<file path="src/rtl/lfsa_pkg.sv">
`default_nettype none

package lfsa_pkg;

  // pool depth
  localparam int MAX_SERVERS = 64;

  // field widths
  localparam int TIME_W = 32;
  localparam int AMT_W  = 32;
  localparam int DUR_W  = 32;
  localparam int TOT_W  = 48;
  localparam int REL_W  = TIME_W + 1;
  localparam int SIDX_W = 6;
  localparam int CFG_W  = 7;

  // cell numbering
  localparam int IDX_W = (MAX_SERVERS > 1) ? $clog2(MAX_SERVERS) : 1;
  localparam int CMP_W = IDX_W + CFG_W;

  localparam logic [CFG_W-1:0] POOL_RESET = CFG_W'(64);
  localparam logic [TOT_W-1:0] TOTAL_MAX  = {TOT_W{1'b1}};

  // request codes
  localparam logic FUNC_ARRIVAL = 1'b0;
  localparam logic FUNC_READ    = 1'b1;

  typedef struct packed {
    logic              func;
    logic [TIME_W-1:0] arrival_time;
    logic [AMT_W-1:0]  amount;
    logic [DUR_W-1:0]  hold_duration;
    logic [SIDX_W-1:0] read_index;
  } in_req_t;

  typedef struct packed {
    logic              granted;
    logic [SIDX_W-1:0] server_index;
    logic [TOT_W-1:0]  server_total;
  } out_res_t;

  // request as it travels down the chain
  typedef struct packed {
    in_req_t          req;
    logic             done;
    out_res_t         res;
  } chain_msg_t;

endpackage

`default_nettype wire

</file>
<file path="src/rtl/lfsa_cell.sv">
`default_nettype none

module lfsa_cell (
  input  wire logic                     clk,
  input  wire logic                     rst_n,
  input  wire logic [lfsa_pkg::IDX_W-1:0] cell_idx,
  input  wire logic [lfsa_pkg::CFG_W-1:0] pool,
  input  wire logic                     vld_in,
  input  wire lfsa_pkg::chain_msg_t     msg_in,
  output logic                          vld_out,
  output lfsa_pkg::chain_msg_t          msg_out
);

  import lfsa_pkg::*;

  logic [REL_W-1:0]       rel_r;
  logic [REL_W-1:0]       rel_nxt;
  logic [TOT_W-1:0]       tot_r;
  logic [TOT_W-1:0]       tot_nxt;
  logic                   vld_r;
  chain_msg_t             msg_r;
  chain_msg_t             msg_nxt;

  logic                   is_free;
  logic                   eligible;
  logic                   grant;
  logic                   hit;
  logic [TOT_W:0]         sum;
  logic [TOT_W-1:0]       sat;
  logic [IDX_W+SIDX_W-1:0] idx_wide;

  always_comb begin
    is_free  = (rel_r <= {1'b0, msg_in.req.arrival_time});
    eligible = (CMP_W'(cell_idx) < CMP_W'(pool));
    grant    = vld_in && (msg_in.req.func == FUNC_ARRIVAL) && !msg_in.done
               && eligible && is_free;
    hit      = vld_in && (msg_in.req.func == FUNC_READ)
               && (CMP_W'(cell_idx) == CMP_W'(msg_in.req.read_index));
    sum      = {1'b0, tot_r} + (TOT_W+1)'(msg_in.req.amount);
    sat      = sum[TOT_W] ? TOTAL_MAX : sum[TOT_W-1:0];
    idx_wide = (IDX_W+SIDX_W)'(cell_idx);

    msg_nxt = msg_in;
    rel_nxt = rel_r;
    tot_nxt = tot_r;
    if (grant) begin
      msg_nxt.done             = 1'b1;
      msg_nxt.res.granted      = 1'b1;
      msg_nxt.res.server_index = idx_wide[SIDX_W-1:0];
      msg_nxt.res.server_total = sat;
      rel_nxt = {1'b0, msg_in.req.arrival_time} + REL_W'(msg_in.req.hold_duration);
      tot_nxt = sat;
    end else if (hit) begin
      msg_nxt.res.server_total = tot_r;
    end
  end

  // server state, cleared at reset: every server free with zero total
  always_ff @(posedge clk) begin
    if (!rst_n) begin
      rel_r <= '0;
      tot_r <= '0;
      vld_r <= 1'b0;
    end else begin
      rel_r <= rel_nxt;
      tot_r <= tot_nxt;
      vld_r <= vld_in;
    end
  end

  always_ff @(posedge clk) begin
    msg_r <= msg_nxt;
  end

  assign vld_out = vld_r;
  assign msg_out = msg_r;

endmodule

`default_nettype wire

</file>
<file path="config.mk">
export PLATFORM = sky130hd
export DESIGN_NAME = lfsa_cell
export DESIGN_NICKNAME = d
export VERILOG_FILES = /design/src/rtl/lfsa_pkg.sv /design/src/rtl/lfsa_cell.sv
export SDC_FILE = /design/constraint.sdc
export NUM_CORES = 1
export LEC_CHECK = 0
export ABC_AREA = 1
export BUFFER_PORTS_ARGS = -buffer_cell sky130_fd_sc_hd__buf_2
export CORE_ASPECT_RATIO = 2
export CORE_MARGIN = 2
export CORE_UTILIZATION = 43
export CTS_CLUSTER_DIAMETER = 200
export DETAILED_ROUTE_END_ITERATION = 10
export HOLD_SLACK_MARGIN = 0.1
export PLACE_DENSITY = 0.71
export SLEW_MARGIN = 10
export SYNTH_ARGS = -nofsm -noshare
export SYNTH_HDL_FRONTEND = slang
export SYNTH_SLANG_ARGS = --single-unit
</file>
<file path="constraint.sdc">
create_clock -name clk -period 6.55 [get_ports clk]
set_clock_uncertainty 0.1 [all_clocks]
set_input_delay 0.3275 -clock clk [delete_from_list [all_inputs] [get_ports clk]]
set_output_delay 0.3275 -clock clk [all_outputs]
set_load 0.005 [all_outputs]
</file>
==> results.md <==
- The height of the die is approximately 260 µm.
- The cell count after synthesis is 2,083.
- The design draws 3.70 mW.
- The global route total overflow is 0.
- The clock input transition at the sequential cells of the worst setup and hold paths is 0.07 ns.
- The number of max-capacitance violations reported is 0.
- The repair_antennas step left the layout with diodes totalling 0.
- The number of antenna violations at the first check in global routing is 0.
- The ratio of total power to cell area is approximately 200 mW/mm².
- The number of setup violations in the final report is 0.
- The setup path with the least slack is of type primary input to register.
- The pin count of the biggest net entering global routing is between 90 and 100.
- The post-route standard cell area excluding fillers is about 0.018 mm².
- TritonCTS built the clock tree.
- The number of max-slew violations in the final report is 0.
- In the post-synthesis netlist, the biggest area contributors are dfxtp_1 35%, nand2_1 18%, ha_1 9.2%, inv_1 8.5%, nor2_1 5.2%.
- Each instance of the synthesized netlist takes up on average 6.60 µm².
- The floorplan step set the die width to 130 µm.
- met2 is the most crowded layer.
- Using the TritonRoute via totals, the vias-per-cell ratio works out to 5.01.
- For the worst setup path, the data arrival time is 4.64 ns.
- Of all flip-flops after synthesis, the portion carrying an async set or reset was 0%.
- The met3 track utilization from global routing is 3.78%.
- The root cell of the clock tree is clkbuf_16.
- The core area is about 0.032 mm².
- The via count of the first global-routing pass is about 16,000.
- In the final layout, the share of cells above drive strength 1 is 15.4%.
- The total I/O pin count is ~340.
- The proportion of netlist area held by the largest area contributor is approximately a third.
- Across the VDD grid, the largest voltage drop is ~0.2 mV.
- The first global-routing pass estimated 80,100 µm of wire.
- The element type at the critical path start is a primary input.
- Global routing used a little under a third of the available tracks across all layers.
- The combined area of all synthesized cells is about 0.014 mm².
- In this run, synthesis produced a sequential element count of roughly 240.
- The area of the die is approximately 0.033 mm².
- The final estimated routing congestion in global placement is between 0.9 and 1.
- Dividing the detail-routed wire length by the instance count gives between 15 and 20 µm.
- Yosys printed 0 warnings.
- From synthesis to final layout, the design area changed by 31.9%.
- The initial core utilization is 43.6%.
- The number of buffers inserted during clock tree synthesis is 23.
- The net count after synthesis is 2,361.
- The flow ran to the end, and the final reports show no timing, DRC or antenna violations.
- The length of the first detailed-routing pass in iterations is 7.
- The DRC violation total after the first TritonRoute iteration is about 700.
- Of all nets on the critical path, the largest fanout is 90.
- The achievable frequency is 0.235 GHz.
- The number of hold violations in the final report was 0.
- The number of rows in the core area is 92.
- The cell type with the highest aggregate area in the netlist is dfxtp_1.
- Global routing consumed, on the met2 layer, between 60 and 70% of the routing resources.
- After detailed routing, the number of remaining DRC violations is 0.
- The main flop type after synthesis is dfxtp_1.
- The leakage power total is 9.52 nW.
- The final total negative setup slack is 0 ns.
- The worst-case clock buffer depth is 3.
- The filler cell count is just over 3,000.
- The final clock period utilization by the worst path is 65.1%.
- The placed instance area is about 0.016 mm².
- Clock tree synthesis found a total of about 240 sinks.
- The post-synthesis sequential area ratio is roughly a third.
- The H-tree depth is 1.
- Setup repair after global routing left no endpoint under its margin.
- The met1 routing resource usage after global routing is 27.8%.
- The smallest hold slack is roughly 0.12 ns.
- For the pin with the worst max-slew slack, the measured transition is a little over 1 ns.
- The synthesized design contains 0 enable-type register cells.
- The via total after detailed routing is approximately 15,000.
- The total length of routed wires is roughly 53,000 µm.
- The clock period could shrink to between 4 and 5 ns.
- The type of destination of the critical path is a register.
- The remaining antenna violation count after routing is 0.
- After synthesis, the netlist uses 40 different library cells.
- The number of nets in the final layout is between 2,000 and 3,000.
- The required time of the worst setup path is just under 7 ns.
- The worst min-delay path class is primary input to register.
- The relative slew slack is 31.9%.
- In this run the tool buffered the top-level ports with between 300 and 400 buffer cells.
- Once detailed placement completed, the half-perimeter wirelength came to about 40,000 µm.
- The worst-skew pair later-pin latency is approximately 0.55 ns.
## worst max-delay path, cell delays in order
cell and delay, ns:
dlygate4sd3_1 0.53, buf_2 0.13, inv_1 0.05, ha_1 0.33
a21oi_1 0.15, nand2_1 0.07, a21oi_1 0.47, nand2_1 0.10
nor2_1 0.16, nand2_2 0.11, a21boi_4 0.47, buf_4 0.86
nand2_1 0.14, nand2_1 0.10, dlygate4sd3_1 0.54
## cell usage after synthesis (3+ instances only)
| master | instances |
|---|---|
| nand2_4 | 3 |
| o21ai_0 | 141 |
| o21ai_1 | 10 |
| nand3_1 | 99 |
| inv_1 | 312 |
| buf_2 | 12 |
| ha_1 | 101 |
| o211ai_1 | 13 |
| nor3_1 | 14 |
| nand2_2 | 5 |
| dfxtp_1 | 241 |
| nand2_1 | 654 |
| o21bai_1 | 6 |
| a21oi_1 | 140 |
| inv_2 | 4 |
| nor2_2 | 3 |
| o21a_1 | 3 |
| buf_4 | 4 |
| nand4_1 | 32 |
| or2_2 | 7 |
| nand3b_1 | 7 |
| nor2_1 | 189 |
| buf_6 | 6 |
| xor2_1 | 33 |
| clkbuf_1 | 20 |
| a21o_1 | 6 |
## cell families (layout without fill, tap and decap cells)
group	after synthesis	in the layout	share of synthesized area, %
AOI/OAI and AO/OA	325	325	12.5
xor gates and xnor gates	34	34	2.17
adders and majority gates	103	103	9.49
buffers and inverters	360	861	10.4
DFF	241	241	35.1
and+or+nand+nor	1020	1020	30.3
## path summary, 6_finish.rpt
check              start           to  slack [ns]  depth (start not counted)
max          msg_in[154]  msg_out[52]        2.29                         15
min            msg_in[2]   msg_out[2]        0.12                          5
max reg2reg    rel_r[28]  msg_out[52]        2.50                         12
min reg2reg    rel_r[32]    rel_r[32]        0.37                          2
## where the power goes
group	internal [mW]	switching, mW
clock network	0.765	0.600
logic	0.311	0.444
registers	1.55	0.0320
## registers in the layout, indices dropped and copies added (netlist names)
| signal | cells |
|---|---|
| msg_out | 159 |
| rel_r | 33 |
| tot_r | 48 |
| vld_out | 1 |
## through the flow
stage                     utilization, %  cells  setup slack, ns
after floorplan                        -   2083             4.32
after global placement              49.9   2800             2.93
after detailed placement            49.9   2800             2.86
final                               57.5   3007             2.29
after CTS                           57.5   3007             2.46
after global routing                57.5   3007             2.16
## metal layers
layer  up-vias  share of wire, %
li1       7560                 -
met1      6847                33
met2       490                55
met3       183               4.1
met4         0               8.3
met5         -                 0
## layout by cell type, fill, tap and decap left out, drive strengths merged
master	netlist	routed
a211oi	2	2
a21boi	1	1
a21o	6	6
a21oi	140	140
a221oi	1	1
a22oi	1	1
and3	2	2
buf	23	338
bufinv	0	2
clkbuf	21	34
clkinv	0	4
clkinvlp	0	1
dfxtp	241	241
dlygate4sd3	0	165
fa	2	2
ha	101	101
inv	316	317
nand2	662	662
nand3	100	100
nand3b	7	7
nand4	32	32
nor2	193	193
nor3	15	15
nor4	2	2
o211ai	13	13
o21a	3	3
o21ai	151	151
o21bai	6	6
o22ai	1	1
or2	7	7
xnor2	1	1
xor2	33	33
## final cells by class
class / count / area, µm² / area share [%]
well taps: 423 / 529 / 2.92
flip-flops and latches: 241 / 4820 / 26.6
clock inverters: 8 / 96.3 / 0.531
multi-input cells: 1482 / 7490 / 41.3
repair buffers: 503 / 3350 / 18.5
inverters: 316 / 1190 / 6.54
clock buffers: 34 / 647 / 3.57
## what timing repair did
action                                  in CTS  in global routing
gates resized for setup                      0                  0
buffers inserted                             0                  0
hold buffers                               165                  0
endpoints found under the hold margin      160                  0
endpoints found under the setup margin       0                  0
No activity file was read; power rests on OpenSTA's default activity.
